--- config.mk ---
export PLATFORM = sky130hd
export DESIGN_NAME = bankers_safety_allocator_flat
export DESIGN_NICKNAME = d
export VERILOG_FILES = /design/src/rtl/core/bsa_pkg.sv /design/src/rtl/core/bsa_if.sv /design/src/rtl/core/bsa_datapath.sv /design/src/rtl/core/bsa_controller.sv /design/src/rtl/core/bankers_safety_allocator.sv /design/src/flat_wrapper.sv
export SDC_FILE = /design/constraint.sdc
export NUM_CORES = 1
export LEC_CHECK = 0
export BUFFER_PORTS_ARGS = -buffer_cell sky130_fd_sc_hd__buf_4
export CAP_MARGIN = 10
export CORE_MARGIN = 5
export CORE_UTILIZATION = 30
export DETAILED_ROUTE_END_ITERATION = 16
export PLACE_DENSITY = 0.45
export SLEW_MARGIN = 20
export SYNTH_ARGS = -nofsm -noshare
export SYNTH_HDL_FRONTEND = slang
export SYNTH_HIERARCHICAL = 1
export SYNTH_SLANG_ARGS = --single-unit
--- constraint.sdc ---
create_clock -name clk -period 6.75 [get_ports clk]
set_input_delay 0.675 -clock clk [delete_from_list [all_inputs] [get_ports clk]]
set_output_delay 0.675 -clock clk [all_outputs]
set_load 0.1 [all_outputs]
--- src/rtl/core/bsa_pkg.sv ---
// Shared types, field widths and codes of the banker's allocator.
package bsa_pkg;

    // Field widths of the item channels and the configuration port
    localparam int NUM_KINDS  = 3;
    localparam int CMD_W      = 2;
    localparam int PROC_W     = 3;
    localparam int AMT_W      = 4;
    localparam int STATUS_W   = 3;
    localparam int AVAIL_W    = 4;
    localparam int CFG_IDX_W  = 2;
    localparam int CFG_DATA_W = 4;

    // Command codes; the fourth code is reserved and refused
    localparam logic [CMD_W-1:0] CMD_REQUEST = 2'd0;
    localparam logic [CMD_W-1:0] CMD_RELEASE = 2'd1;
    localparam logic [CMD_W-1:0] CMD_DECLARE = 2'd2;

    // Capacity values loaded at reset, one per resource kind
    localparam logic [CFG_DATA_W-1:0] CAP_RESET [NUM_KINDS] = '{4'd1, 4'd1, 4'd2};

    typedef enum logic [STATUS_W-1:0] {
        ST_DONE    = 3'd0,
        ST_EXCEED  = 3'd1,
        ST_NOAVAIL = 3'd2,
        ST_UNSAFE  = 3'd3,
        ST_REFUSED = 3'd4
    } alloc_status_t;

    // Commands from the controller to the datapath
    typedef struct packed {
        logic load;
        logic check;
        logic step;
        logic undo;
        logic publish;
    } dp_ctrl_t;

    // Status from the datapath to the controller
    typedef struct packed {
        logic grant;
        logic srch_end;
        logic srch_safe;
    } dp_stat_t;

endpackage

--- src/rtl/core/bsa_if.sv ---
// Command and response channel interfaces of the banker's allocator.
interface alloc_req_if;
    import bsa_pkg::*;

    logic                valid;
    logic                ready;
    logic [CMD_W-1:0]    cmd;
    logic [PROC_W-1:0]   proc;
    logic [AMT_W-1:0]    amount_0;
    logic [AMT_W-1:0]    amount_1;
    logic [AMT_W-1:0]    amount_2;

    modport source (output valid, output cmd, output proc,
                    output amount_0, output amount_1, output amount_2, input ready);
    modport sink   (input valid, input cmd, input proc,
                    input amount_0, input amount_1, input amount_2, output ready);
endinterface

interface alloc_rsp_if;
    import bsa_pkg::*;

    logic                valid;
    logic                ready;
    logic [STATUS_W-1:0] status;
    logic [AVAIL_W-1:0]  avail_0;
    logic [AVAIL_W-1:0]  avail_1;
    logic [AVAIL_W-1:0]  avail_2;

    modport source (output valid, output status, output avail_0, output avail_1,
                    output avail_2, input ready);
    modport sink   (input valid, input status, input avail_0, input avail_1,
                    input avail_2, output ready);
endinterface

--- src/rtl/core/bsa_datapath.sv ---
// Datapath of the banker's allocator: claim tables, pools and safety scan.
module bsa_datapath #(
    parameter int NUM_PROCS   = 8,
    parameter int COUNT_WIDTH = 4
) (
    input  logic                          clk,
    input  logic                          rst_n,
    input  bsa_pkg::dp_ctrl_t             ctrl,
    output bsa_pkg::dp_stat_t             stat,
    input  logic                          cfg_wr_en,
    input  logic [bsa_pkg::CFG_IDX_W-1:0]  cfg_index,
    input  logic [bsa_pkg::CFG_DATA_W-1:0] cfg_data,
    input  logic [bsa_pkg::CMD_W-1:0]      in_cmd,
    input  logic [bsa_pkg::PROC_W-1:0]     in_proc,
    input  logic [bsa_pkg::AMT_W-1:0]      in_amount_0,
    input  logic [bsa_pkg::AMT_W-1:0]      in_amount_1,
    input  logic [bsa_pkg::AMT_W-1:0]      in_amount_2,
    output bsa_pkg::alloc_status_t         out_status,
    output logic [bsa_pkg::AVAIL_W-1:0]    out_avail_0,
    output logic [bsa_pkg::AVAIL_W-1:0]    out_avail_1,
    output logic [bsa_pkg::AVAIL_W-1:0]    out_avail_2
);
    import bsa_pkg::*;

    localparam int IDX_W  = $clog2(NUM_PROCS);
    localparam int WORK_W = COUNT_WIDTH + $clog2(NUM_PROCS + 1);
    localparam logic [COUNT_WIDTH-1:0] COUNT_MAX = {COUNT_WIDTH{1'b1}};

    // Per-process tables and per-kind pools
    logic [COUNT_WIDTH-1:0] max_reg   [NUM_PROCS][NUM_KINDS];
    logic [COUNT_WIDTH-1:0] held_reg  [NUM_PROCS][NUM_KINDS];
    logic [COUNT_WIDTH-1:0] avail_reg [NUM_KINDS];
    logic [COUNT_WIDTH-1:0] avail_next[NUM_KINDS];
    logic [WORK_W-1:0]      total_reg [NUM_KINDS];
    logic [WORK_W-1:0]      total_next[NUM_KINDS];
    logic [COUNT_WIDTH-1:0] cap_new   [NUM_KINDS];
    logic                   cap_wr    [NUM_KINDS];

    // Captured item
    logic [CMD_W-1:0]       cmd_reg;
    logic [PROC_W-1:0]      proc_reg;
    logic [COUNT_WIDTH-1:0] amt_reg   [NUM_KINDS];
    logic [AMT_W-1:0]       in_amt    [NUM_KINDS];
    alloc_status_t          status_reg;

    // Safety scan state
    logic [IDX_W-1:0]       idx_reg;
    logic [NUM_PROCS-1:0]   done_reg;
    logic                   progress_reg;
    logic [WORK_W-1:0]      work_reg  [NUM_KINDS];

    // Response register
    alloc_status_t          out_status_reg;
    logic [AVAIL_W-1:0]     out_avail_reg [NUM_KINDS];

    // Entry read and derived values
    logic [IDX_W-1:0]       rd_idx;
    logic [IDX_W-1:0]       pidx;
    logic [COUNT_WIDTH-1:0] rd_max    [NUM_KINDS];
    logic [COUNT_WIDTH-1:0] rd_held   [NUM_KINDS];
    logic [COUNT_WIDTH-1:0] need      [NUM_KINDS];
    logic [COUNT_WIDTH-1:0] rel       [NUM_KINDS];
    logic [COUNT_WIDTH:0]   rel_sum   [NUM_KINDS];
    logic                   proc_ok;
    logic                   exceed;
    logic                   noavail;
    logic                   holds;
    logic                   grant;
    logic                   rel_go;
    logic                   decl_go;
    alloc_status_t          chk_status;
    logic                   fits;
    logic                   last;
    logic [NUM_PROCS-1:0]   done_step;
    logic                   all_done;

    assign in_amt[0] = in_amount_0;
    assign in_amt[1] = in_amount_1;
    assign in_amt[2] = in_amount_2;

    // Address the table with the scan index while scanning, else the item's process
    assign pidx    = IDX_W'(proc_reg);
    assign rd_idx  = ctrl.step ? idx_reg : pidx;
    assign proc_ok = int'(proc_reg) < NUM_PROCS;

    // Read one entry; derive need and clamped release per kind
    always_comb
    begin
        for (int k = 0; k < NUM_KINDS; k++)
        begin
            rd_max[k]  = max_reg[rd_idx][k];
            rd_held[k] = held_reg[rd_idx][k];
            need[k]    = (rd_held[k] >= rd_max[k]) ? '0 : rd_max[k] - rd_held[k];
            rel[k]     = (amt_reg[k] > rd_held[k]) ? rd_held[k] : amt_reg[k];
            rel_sum[k] = {1'b0, avail_reg[k]} + {1'b0, rel[k]};
        end
    end

    // Decide the command's outcome
    always_comb
    begin
        exceed  = 1'b0;
        noavail = 1'b0;
        holds   = 1'b0;
        for (int k = 0; k < NUM_KINDS; k++)
        begin
            exceed  = exceed  | (amt_reg[k] > need[k]);
            noavail = noavail | (amt_reg[k] > avail_reg[k]);
            holds   = holds   | (rd_held[k] != '0);
        end
        grant   = 1'b0;
        rel_go  = 1'b0;
        decl_go = 1'b0;
        priority if (!proc_ok)
        begin
            chk_status = ST_REFUSED;
        end
        else
        begin
            unique case (cmd_reg)
                CMD_REQUEST:
                begin
                    priority if (exceed)  chk_status = ST_EXCEED;
                    else if (noavail)     chk_status = ST_NOAVAIL;
                    else
                    begin
                        chk_status = ST_DONE;
                        grant      = 1'b1;
                    end
                end
                CMD_RELEASE:
                begin
                    chk_status = ST_DONE;
                    rel_go     = 1'b1;
                end
                CMD_DECLARE:
                begin
                    chk_status = holds ? ST_REFUSED : ST_DONE;
                    decl_go    = !holds;
                end
                default: chk_status = ST_REFUSED;
            endcase
        end
    end

    // Evaluate one scan step on the addressed entry
    always_comb
    begin
        fits = !done_reg[idx_reg];
        for (int k = 0; k < NUM_KINDS; k++)
        begin
            fits = fits & (WORK_W'(need[k]) <= work_reg[k]);
        end
        done_step          = done_reg;
        done_step[idx_reg] = done_reg[idx_reg] | fits;
        last               = (idx_reg == IDX_W'(NUM_PROCS - 1));
        all_done           = &done_step;
    end

    assign stat.grant     = grant;
    assign stat.srch_end  = all_done || (last && !(progress_reg || fits));
    assign stat.srch_safe = all_done;

    // Next pool values: command updates, capacity reload on a write
    always_comb
    begin
        for (int k = 0; k < NUM_KINDS; k++)
        begin
            cap_wr[k]     = cfg_wr_en && (cfg_index == CFG_IDX_W'(k));
            cap_new[k]    = COUNT_WIDTH'(cfg_data);
            avail_next[k] = avail_reg[k];
            total_next[k] = total_reg[k];
            priority if (ctrl.check && grant)
            begin
                avail_next[k] = avail_reg[k] - amt_reg[k];
                total_next[k] = total_reg[k] + WORK_W'(amt_reg[k]);
            end
            else if (ctrl.check && rel_go)
            begin
                avail_next[k] = rel_sum[k][COUNT_WIDTH] ? COUNT_MAX
                                                        : rel_sum[k][COUNT_WIDTH-1:0];
                total_next[k] = total_reg[k] - WORK_W'(rel[k]);
            end
            else if (ctrl.undo)
            begin
                avail_next[k] = avail_reg[k] + amt_reg[k];
                total_next[k] = total_reg[k] - WORK_W'(amt_reg[k]);
            end
            if (cap_wr[k])
            begin
                avail_next[k] = (total_reg[k] >= WORK_W'(cap_new[k])) ? '0
                              : COUNT_WIDTH'(WORK_W'(cap_new[k]) - total_reg[k]);
            end
        end
    end

    // Hold pools
    always_ff @(posedge clk or negedge rst_n)
    begin
        if (!rst_n)
        begin
            for (int k = 0; k < NUM_KINDS; k++)
            begin
                avail_reg[k] <= COUNT_WIDTH'(CAP_RESET[k]);
                total_reg[k] <= '0;
            end
        end
        else
        begin
            for (int k = 0; k < NUM_KINDS; k++)
            begin
                avail_reg[k] <= avail_next[k];
                total_reg[k] <= total_next[k];
            end
        end
    end

    // Update the claim and holding tables at the item's process
    always_ff @(posedge clk or negedge rst_n)
    begin
        if (!rst_n)
        begin
            for (int p = 0; p < NUM_PROCS; p++)
            begin
                for (int k = 0; k < NUM_KINDS; k++)
                begin
                    max_reg[p][k]  <= '0;
                    held_reg[p][k] <= '0;
                end
            end
        end
        else
        begin
            for (int k = 0; k < NUM_KINDS; k++)
            begin
                priority if (ctrl.check && grant)
                    held_reg[pidx][k] <= rd_held[k] + amt_reg[k];
                else if (ctrl.check && rel_go)
                    held_reg[pidx][k] <= rd_held[k] - rel[k];
                else if (ctrl.check && decl_go)
                    max_reg[pidx][k]  <= amt_reg[k];
                else if (ctrl.undo)
                    held_reg[pidx][k] <= rd_held[k] - amt_reg[k];
            end
        end
    end

    // Sequence the safety scan
    always_ff @(posedge clk or negedge rst_n)
    begin
        if (!rst_n)
        begin
            idx_reg      <= '0;
            done_reg     <= '0;
            progress_reg <= 1'b0;
        end
        else if (ctrl.check)
        begin
            idx_reg      <= '0;
            done_reg     <= '0;
            progress_reg <= 1'b0;
        end
        else if (ctrl.step)
        begin
            done_reg     <= done_step;
            idx_reg      <= last ? '0 : idx_reg + 1'b1;
            progress_reg <= last ? 1'b0 : (progress_reg | fits);
        end
    end

    // Capture the item, seed and grow the work pool, load the response
    always_ff @(posedge clk)
    begin
        if (ctrl.load)
        begin
            cmd_reg  <= in_cmd;
            proc_reg <= in_proc;
            for (int k = 0; k < NUM_KINDS; k++)
            begin
                amt_reg[k] <= COUNT_WIDTH'(in_amt[k]);
            end
        end
        if (ctrl.check)
        begin
            status_reg <= chk_status;
            for (int k = 0; k < NUM_KINDS; k++)
            begin
                work_reg[k] <= WORK_W'(avail_reg[k] - amt_reg[k]);
            end
        end
        else if (ctrl.step && fits)
        begin
            for (int k = 0; k < NUM_KINDS; k++)
            begin
                work_reg[k] <= work_reg[k] + WORK_W'(rd_held[k]);
            end
        end
        if (ctrl.undo)
        begin
            status_reg <= ST_UNSAFE;
        end
        if (ctrl.publish)
        begin
            out_status_reg <= status_reg;
            for (int k = 0; k < NUM_KINDS; k++)
            begin
                out_avail_reg[k] <= AVAIL_W'(avail_reg[k]);
            end
        end
    end

    assign out_status  = out_status_reg;
    assign out_avail_0 = out_avail_reg[0];
    assign out_avail_1 = out_avail_reg[1];
    assign out_avail_2 = out_avail_reg[2];

endmodule

--- src/rtl/core/bsa_controller.sv ---
// Controller of the banker's allocator: item sequencing and response valid.
module bsa_controller (
    input  logic              clk,
    input  logic              rst_n,
    input  logic              in_valid,
    output logic              in_ready,
    input  logic              out_ready,
    output logic              out_valid,
    output bsa_pkg::dp_ctrl_t ctrl,
    input  bsa_pkg::dp_stat_t stat
);
    import bsa_pkg::*;

    typedef enum logic [2:0] {
        S_IDLE,
        S_CHECK,
        S_SEARCH,
        S_UNDO,
        S_PUB
    } state_t;

    state_t state_reg;
    state_t state_next;
    logic   out_valid_reg;
    logic   out_valid_next;
    logic   out_free;

    assign out_free = !out_valid_reg || out_ready;
    assign in_ready = (state_reg == S_IDLE);

    // Issue datapath commands and pick the next state
    always_comb
    begin
        ctrl       = '0;
        state_next = state_reg;
        unique case (state_reg)
            S_IDLE:
            begin
                ctrl.load = in_valid;
                if (in_valid)
                    state_next = S_CHECK;
            end
            S_CHECK:
            begin
                ctrl.check = 1'b1;
                state_next = stat.grant ? S_SEARCH : S_PUB;
            end
            S_SEARCH:
            begin
                ctrl.step = 1'b1;
                if (stat.srch_end)
                    state_next = stat.srch_safe ? S_PUB : S_UNDO;
            end
            S_UNDO:
            begin
                ctrl.undo  = 1'b1;
                state_next = S_PUB;
            end
            S_PUB:
            begin
                if (out_free)
                begin
                    ctrl.publish = 1'b1;
                    state_next   = S_IDLE;
                end
            end
            default: state_next = S_IDLE;
        endcase

        priority if (ctrl.publish) out_valid_next = 1'b1;
        else if (out_ready)        out_valid_next = 1'b0;
        else                       out_valid_next = out_valid_reg;
    end

    // Hold state and response valid
    always_ff @(posedge clk or negedge rst_n)
    begin
        if (!rst_n)
        begin
            state_reg     <= S_IDLE;
            out_valid_reg <= 1'b0;
        end
        else
        begin
            state_reg     <= state_next;
            out_valid_reg <= out_valid_next;
        end
    end

    assign out_valid = out_valid_reg;

endmodule

--- src/rtl/core/bankers_safety_allocator.sv ---
// Top level of the banker's deadlock-avoidance allocator.
// Banker's allocator for three resource kinds over NUM_PROCS processes. Each
// command item gives one response item: request, release or declare-maximum,
// answered with a status and the units available afterwards. The block takes
// one item at a time. Release, declare and refused requests pass through a
// check state and then a publish state before their response is loaded. A
// request that passes the need and availability checks runs the safety scan,
// which reads one process entry per cycle from the claim and holding tables
// through a single read port; a pass covers all NUM_PROCS entries and up to
// NUM_PROCS passes run. An unsafe request goes through an undo state that
// rolls back its grant. The response sits in an output register;
// the publish step waits while that register still holds an unaccepted item,
// and the next item is taken the cycle after the response is loaded. A capacity
// write reloads that kind's availability as capacity minus the units held,
// floored at zero, in the same cycle; write capacities only while idle.
module bankers_safety_allocator #(
    parameter int NUM_PROCS   = 8,
    parameter int COUNT_WIDTH = 4
) (
    input  logic                           clk,
    input  logic                           rst_n,
    input  logic                           cfg_wr_en,
    input  logic [bsa_pkg::CFG_IDX_W-1:0]  cfg_index,
    input  logic [bsa_pkg::CFG_DATA_W-1:0] cfg_data,
    alloc_req_if.sink                      req,
    alloc_rsp_if.source                    rsp
);
    import bsa_pkg::*;

    dp_ctrl_t      ctrl;
    dp_stat_t      stat;
    alloc_status_t dp_status;

    // Sequence items
    bsa_controller u_ctrl (
        .clk       (clk),
        .rst_n     (rst_n),
        .in_valid  (req.valid),
        .in_ready  (req.ready),
        .out_ready (rsp.ready),
        .out_valid (rsp.valid),
        .ctrl      (ctrl),
        .stat      (stat)
    );

    // Tables, pools and safety scan
    bsa_datapath #(
        .NUM_PROCS   (NUM_PROCS),
        .COUNT_WIDTH (COUNT_WIDTH)
    ) u_dp (
        .clk         (clk),
        .rst_n       (rst_n),
        .ctrl        (ctrl),
        .stat        (stat),
        .cfg_wr_en   (cfg_wr_en),
        .cfg_index   (cfg_index),
        .cfg_data    (cfg_data),
        .in_cmd      (req.cmd),
        .in_proc     (req.proc),
        .in_amount_0 (req.amount_0),
        .in_amount_1 (req.amount_1),
        .in_amount_2 (req.amount_2),
        .out_status  (dp_status),
        .out_avail_0 (rsp.avail_0),
        .out_avail_1 (rsp.avail_1),
        .out_avail_2 (rsp.avail_2)
    );

    assign rsp.status = dp_status;

endmodule

--- src/flat_wrapper.sv ---
// flat-port wrapper written by rule: the top's interface ports become plain ports
module bankers_safety_allocator_flat import bsa_pkg::*;
#(
    parameter int NUM_PROCS   = 8,
    parameter int COUNT_WIDTH = 4
)
  (clk, rst_n, cfg_wr_en, cfg_index, cfg_data, req_valid, req_cmd, req_proc, req_amount_0, req_amount_1, req_amount_2, req_ready, rsp_valid, rsp_status, rsp_avail_0, rsp_avail_1, rsp_avail_2, rsp_ready);
  alloc_req_if req_i ();
  alloc_rsp_if rsp_i ();
  input  logic clk;
  input  logic rst_n;
  input  logic cfg_wr_en;
  input  logic [bsa_pkg::CFG_IDX_W-1:0] cfg_index;
  input  logic [bsa_pkg::CFG_DATA_W-1:0] cfg_data;
  input wire logic [$bits(req_i.valid)-1:0] req_valid;
  input wire logic [$bits(req_i.cmd)-1:0] req_cmd;
  input wire logic [$bits(req_i.proc)-1:0] req_proc;
  input wire logic [$bits(req_i.amount_0)-1:0] req_amount_0;
  input wire logic [$bits(req_i.amount_1)-1:0] req_amount_1;
  input wire logic [$bits(req_i.amount_2)-1:0] req_amount_2;
  output wire logic [$bits(req_i.ready)-1:0] req_ready;
  output wire logic [$bits(rsp_i.valid)-1:0] rsp_valid;
  output wire logic [$bits(rsp_i.status)-1:0] rsp_status;
  output wire logic [$bits(rsp_i.avail_0)-1:0] rsp_avail_0;
  output wire logic [$bits(rsp_i.avail_1)-1:0] rsp_avail_1;
  output wire logic [$bits(rsp_i.avail_2)-1:0] rsp_avail_2;
  input wire logic [$bits(rsp_i.ready)-1:0] rsp_ready;
  assign req_i.valid = req_valid;
  assign req_i.cmd = req_cmd;
  assign req_i.proc = req_proc;
  assign req_i.amount_0 = req_amount_0;
  assign req_i.amount_1 = req_amount_1;
  assign req_i.amount_2 = req_amount_2;
  assign req_ready = req_i.ready;
  assign rsp_valid = rsp_i.valid;
  assign rsp_status = rsp_i.status;
  assign rsp_avail_0 = rsp_i.avail_0;
  assign rsp_avail_1 = rsp_i.avail_1;
  assign rsp_avail_2 = rsp_i.avail_2;
  assign rsp_i.ready = rsp_ready;
  bankers_safety_allocator #(.NUM_PROCS(NUM_PROCS), .COUNT_WIDTH(COUNT_WIDTH)) u_core (.clk(clk), .rst_n(rst_n), .cfg_wr_en(cfg_wr_en), .cfg_index(cfg_index), .cfg_data(cfg_data), .req(req_i), .rsp(rsp_i));
endmodule
Word-level counts from Yosys, hierarchy flattened
Memory sizes are Yosys's and may differ from the RTL's.
Index checks and enable logic that the tools add are counted.
{ "word_totals": {"regBits": 255, "mem_count": 3, "inputBits": 28, "ramBits": 48} }
{ "classes": {"addsub": 40, "muxes": 127, "bitwise": 16, "order_cmp": 23, "n_reduce_logical": 31, "eq_ne": 12} }
{ "mem_list": {"columns": ["name", "words", "word_bits", "read_ports", "rd_ports_with_merged_regs", "write_ports", "line", "text"], "rows": [
  ["u_core.u_dp.work_reg", 3, 8, 3, 0, 3, "bsa_datapath.sv:50", "logic [WORK_W-1:0] work_reg [NUM_KINDS];"],
  ["u_core.u_dp.amt_reg", 3, 4, 3, 0, 3, "bsa_datapath.sv:42", "logic [COUNT_WIDTH-1:0] amt_reg [NUM_KINDS];"],
  ["u_core.u_dp.out_avail_reg", 3, 4, 3, 0, 3, "bsa_datapath.sv:54", "logic [AVAIL_W-1:0] out_avail_reg [NUM_KINDS];"]
]} }
{ "op_table": {"columns": ["cell", "count"], "rows": [
  ["2-to-1 mux 96 bit", 21],
  ["bitwise mux 96 bit", 12],
  ["2-to-1 mux 8 bit", 15],
  ["demux 12 bit (select 3 bit)", 3],
  ["2-to-1 mux 4 bit", 25],
  ["binary-select mux 12 bit (select 3 bit)", 2],
  ["2-to-1 mux 12 bit", 5],
  ["subtractor 4 bit", 15],
  ["adder 8 x 4 -> 8 bit", 6],
  ["subtractor 8 x 4 -> 8 bit", 6],
  ["> comparator 4 bit", 9],
  ["2-to-1 mux 3 bit", 10],
  ["2-to-1 mux 1 bit", 27],
  ["adder 4 bit", 6],
  [">= comparator 8 x 4 -> 1 bit", 3],
  ["less-or-equal comparator 4 x 8 -> 1 bit", 3],
  ["nonzero test 4 bit", 6],
  ["adder 4 x 4 -> 5 bit", 3],
  ["case mux 3 bit (5 select lines)", 1],
  ["subtractor 4 x 4 -> 5 bit", 3],
  [">= comparator 4 bit", 3],
  ["OR 1 bit", 11],
  ["logical AND 1 bit", 10],
  ["case mux 3 bit (3 select lines)", 1],
  ["26 further kinds", 43]
]} }

Longest topological paths before layout
{ "logic_depth": {"depth_word": 26, "ltp_mapped": 38} }

By module
The synthesis kept the hierarchy.
{ "by_module_without_submodules": {"columns": ["module", "seq_area_each_um2", "cells_per_inst", "n_inst", "area_each_um2"], "rows": [
  ["bsa_datapath", 7751.2, 2113, 1, 19578.8],
  ["bsa_controller", 100.1, 28, 1, 289.0]
]} }

Worst setup path after synthesis
OpenSTA, ideal clock, no wires.
{ "synth_timing": {"path_kind": "register to register", "start": "register u_core.u_ctrl.state_reg[2]", "end": "register u_core/u_dp/total_reg[15] (netlist bit)", "stages_incl_launch_ff": 38, "required_ns": 6.627, "setup_slack_ns": -0.465, "arrival_ns": 7.093, "period_less_slack_ns": 7.215, "setup_time_ns": 0.123, "path_cell_list": "dfrtp_1 -> buf_6 -> nor3b_1 -> buf_6 -> nand2_1 -> clkbuf_1 -> nand2_1 -> clkbuf_1 -> clkbuf_1 -> nand2_1 -> a311oi_1 -> a31oi_1 -> ha_1 -> fa_1 -> inv_1 -> a21o_1 -> a21oi_1 -> a41oi_1 -> [... 2 more ...] -> nor2b_1 -> o21a_1 -> o21a_1 -> o21ai_0 -> and4b_1 -> buf_1 -> clkbuf_1 -> buf_1 -> nand2_1 -> o21ai_0 -> ha_1 -> a21o_1 -> a21o_1 -> a21oi_1 -> o21ai_0 -> xor2_1 -> nand2_1 -> xnor2_1"} }
{ "synth_lines": {"columns": ["item", "line", "text"], "rows": [
  ["start: declaration", "bsa_controller.sv:22", "state_t state_reg;"],
  ["start signal: assignment", "bsa_controller.sv:85", "state_reg <= state_next;"],
  ["end signal: indexed assignment", "bsa_datapath.sv:213", "total_reg[k] <= total_next[k];"],
  ["end: declaration", "bsa_datapath.sv:34", "logic [WORK_W-1:0] total_reg [NUM_KINDS];"]
]} }

==> run metrics <==
chip width 267.3 microns; Syn. warnings 6; Final Cycle Share 0.9560; Max Clock Freq 0.1550 GHz; root buffer cell clkbuf_16; most common cell in the netlist nand2_1; Post-synth ARST share 0.8053; CP Capture Type flop; gr usage total 0.1781; area occupied by multi-input gates 0.01118 sq mm; Worst setup SP type flop; CTS Buf Count 40; final setup fails 0; Leakage 10.37 nW; Pwr Total 8.457 mW; Mapped Area 0.01987 sq mm; P per Cell Area 363.1 mW/mm^2; vias per cell 5.178; status finished, final reports clean; ranking of synthesized cells by area dfrtp_1, ha_1, edfxtp_1, nand2_1, o21ai_0; antenna-violating nets left 0; CP peak stage delay 0.41 ns; setup TNS 0 ns; initial antenna violation count 0; DP Wirelength 46450 microns; Worst Hold Class input pin to async pin; Final #Nets 2455; htree depth 2; largest net degree at the start of global routing 135; CTS Buffer Depth 3; PortBufs 44; Chip Height 267.3 microns; Initial Utilization 0.3022; WL/cell 20.66 microns; final wirelength 64600 microns; Area Growth Syn to Fin 17.22%; first-pass GRT wire length 99460 microns; CP bufs+invs 5; clock sinks 303; GPL Wtd Cong 0.8513; Critical-path top delay cell fa_1; area leader, netlist dfrtp_1; Worst-Margin Slew 1.055 ns; final count of pins violating max slew 0; DRC Markers 0; critical path class flop to flop; cell family with most CP delay compound AO/OA/AOI/OAI gates; share of cells above drive strength 1 0.1511; 1st-iter DRT viols 1018; Period minus WS final 6.453 ns; post-synthesis sequential area ratio 0.3952; Crit path arrival time 6.89 ns; Yosys top cell area share 0.3035; worst vdd ir 0.2111 mV; most used cell along the critical path a21o_1; Reg area 0.007853 sq mm; Core Rows 94; max_slew headroom 0.2966; EDFF count, synth 56; Clock Skew 0.02653 ns; number of diodes 0; Synth cell types 83; Syn Inst Count 2141; clk_lat worst skew 0.57 ns; Core Footprint 0.06575 sq mm; remaining global-route overflow 0; Crit path required time 7.19 ns; fill count 6657; drt first pass iters 7; CTS Hold Bufs 0; Main synth FF type dfrtp_1; Hold Vio Cnt, Final 0; synth cell count leaders nand2_1, dfrtp_1, o21ai_0; syn avg cell area 9.280 sq um; vias in the first global route 16300; CP Max Fanout 9; FF+latch count, synth 303; full die area 0.07147 sq mm; Syn Nets 2365; # IOs 45; Worst-path clk slew 0.06 ns; max_cap viols 0; vias after detailed routing 16190; TritonCTS clock tree built
worst reg2reg max path, delay by kind of cell, from the launching register on:
family	cells	cell delay [ns]
AND/OR/NAND/NOR	7	0.97
buffers and inverters	5	0.76
XOR/XNOR	2	0.29
flip-flops	1	0.40
multiplexers	1	0.37
adder cells (fa/ha/maj)	4	1.18
AO/OA/AOI/OAI	14	2.41
per-stage QoR:
step | setup slack (ns) | util | hold WS, ns | instance area, sq um | cells
after global routing | -0.01362 | 0.3542 | 0.2482 | 23290 | 3127
after detailed placement | 0.05709 | 0.3302 | 0.4654 | 21710 | 3038
final | 0.2972 | 0.3542 | 0.1659 | 23290 | 3127
after CTS | 0.01541 | 0.3503 | 0.2306 | 23030 | 3112
after floorplan | 0.009529 | - | 0.3794 | 19890 | 2141
after global placement | 0.1642 | 0.3302 | 0.4610 | 21710 | 3038
cell families (layout without fill, tap and decap cells):
logic type,Yosys count,after routing,synth area share
AOI/OAI and AO/OA,571,571,0.1807
buffers and inverters,243,364,0.05089
muxes,90,91,0.05101
xor gates and xnor gates,85,85,0.03747
DFF,303,303,0.3952
and+or+nand+nor,653,653,0.1500
adders and majority gates,196,196,0.1348
cell usage in the layout, fill, tap and decap left out, types with 17 or more instances in the layout:
cell,Yosys,layout
buf_4,5,137
o21ai_0,180,175
nor3_1,24,23
nor2b_1,29,29
edfxtp_1,56,56
a21o_1,38,38
nand2_1,323,322
nor2_1,107,104
a21oi_1,130,129
mux2i_1,21,19
mux2_2,66,67
nand3_1,57,57
a22o_1,30,30
o22ai_1,29,28
ha_1,166,165
dfrtp_1,241,240
xnor2_1,42,42
a31oi_1,17,17
xor2_1,43,43
fa_1,30,30
and3_1,17,17
clkbuf_16,0,41
a211oi_1,21,20
inv_1,125,125
nand2b_1,25,25
layer usage:
layer	global-route usage	routed length (microns)
met2	0.2905	30040
met4	0.05219	1816
met1	0.2466	29740
met5	0	0
met3	0.02692	3006
where the power goes:
part           leakage [nW]  internal (mW)  switching (mW)
clock                 0.653           1.31           0.849
combinational          5.87           1.55            2.19
sequential             3.85           2.24           0.315
total                  10.4           5.10            3.36
worst paths after layout:
kind / start / endpoint / slack [ns] / depth (start not counted)
max: u_core/u_ctrl/state_reg[0] / u_core/u_dp/total_reg[15] / 0.30 / 33
min: rst_n / u_core/u_dp/held_reg[40] / 0.17 / 1
max reg2reg: u_core/u_ctrl/state_reg[0] / u_core/u_dp/total_reg[15] / 0.30 / 33
min reg2reg: u_core/u_dp/total_reg[7] / u_core/u_dp/total_reg[7] / 0.47 / 1
max in group asynchronous: rst_n / u_core/u_dp/total_reg[21] / 5.26 / 2
min in group clk: req_proc[2] / u_core/u_dp/pidx[2] / 0.29 / 1
area by class of cell:
cell class / count / area share
clock buffers: 59 / 0.04996
clock inverters: 15 / 0.006823
inverters: 132 / 0.02127
multi-input cells: 1596 / 0.4800
flip-flops and latches: 303 / 0.3372
well taps: 864 / 0.04642
repair buffers: 158 / 0.05834
repair_timing:
action / CTS / global route
setup endpoints to repair: 0 / 97
buffers inserted: 0 / 13
gates resized for setup: 0 / 32
(Power assumes the default switching activity.)
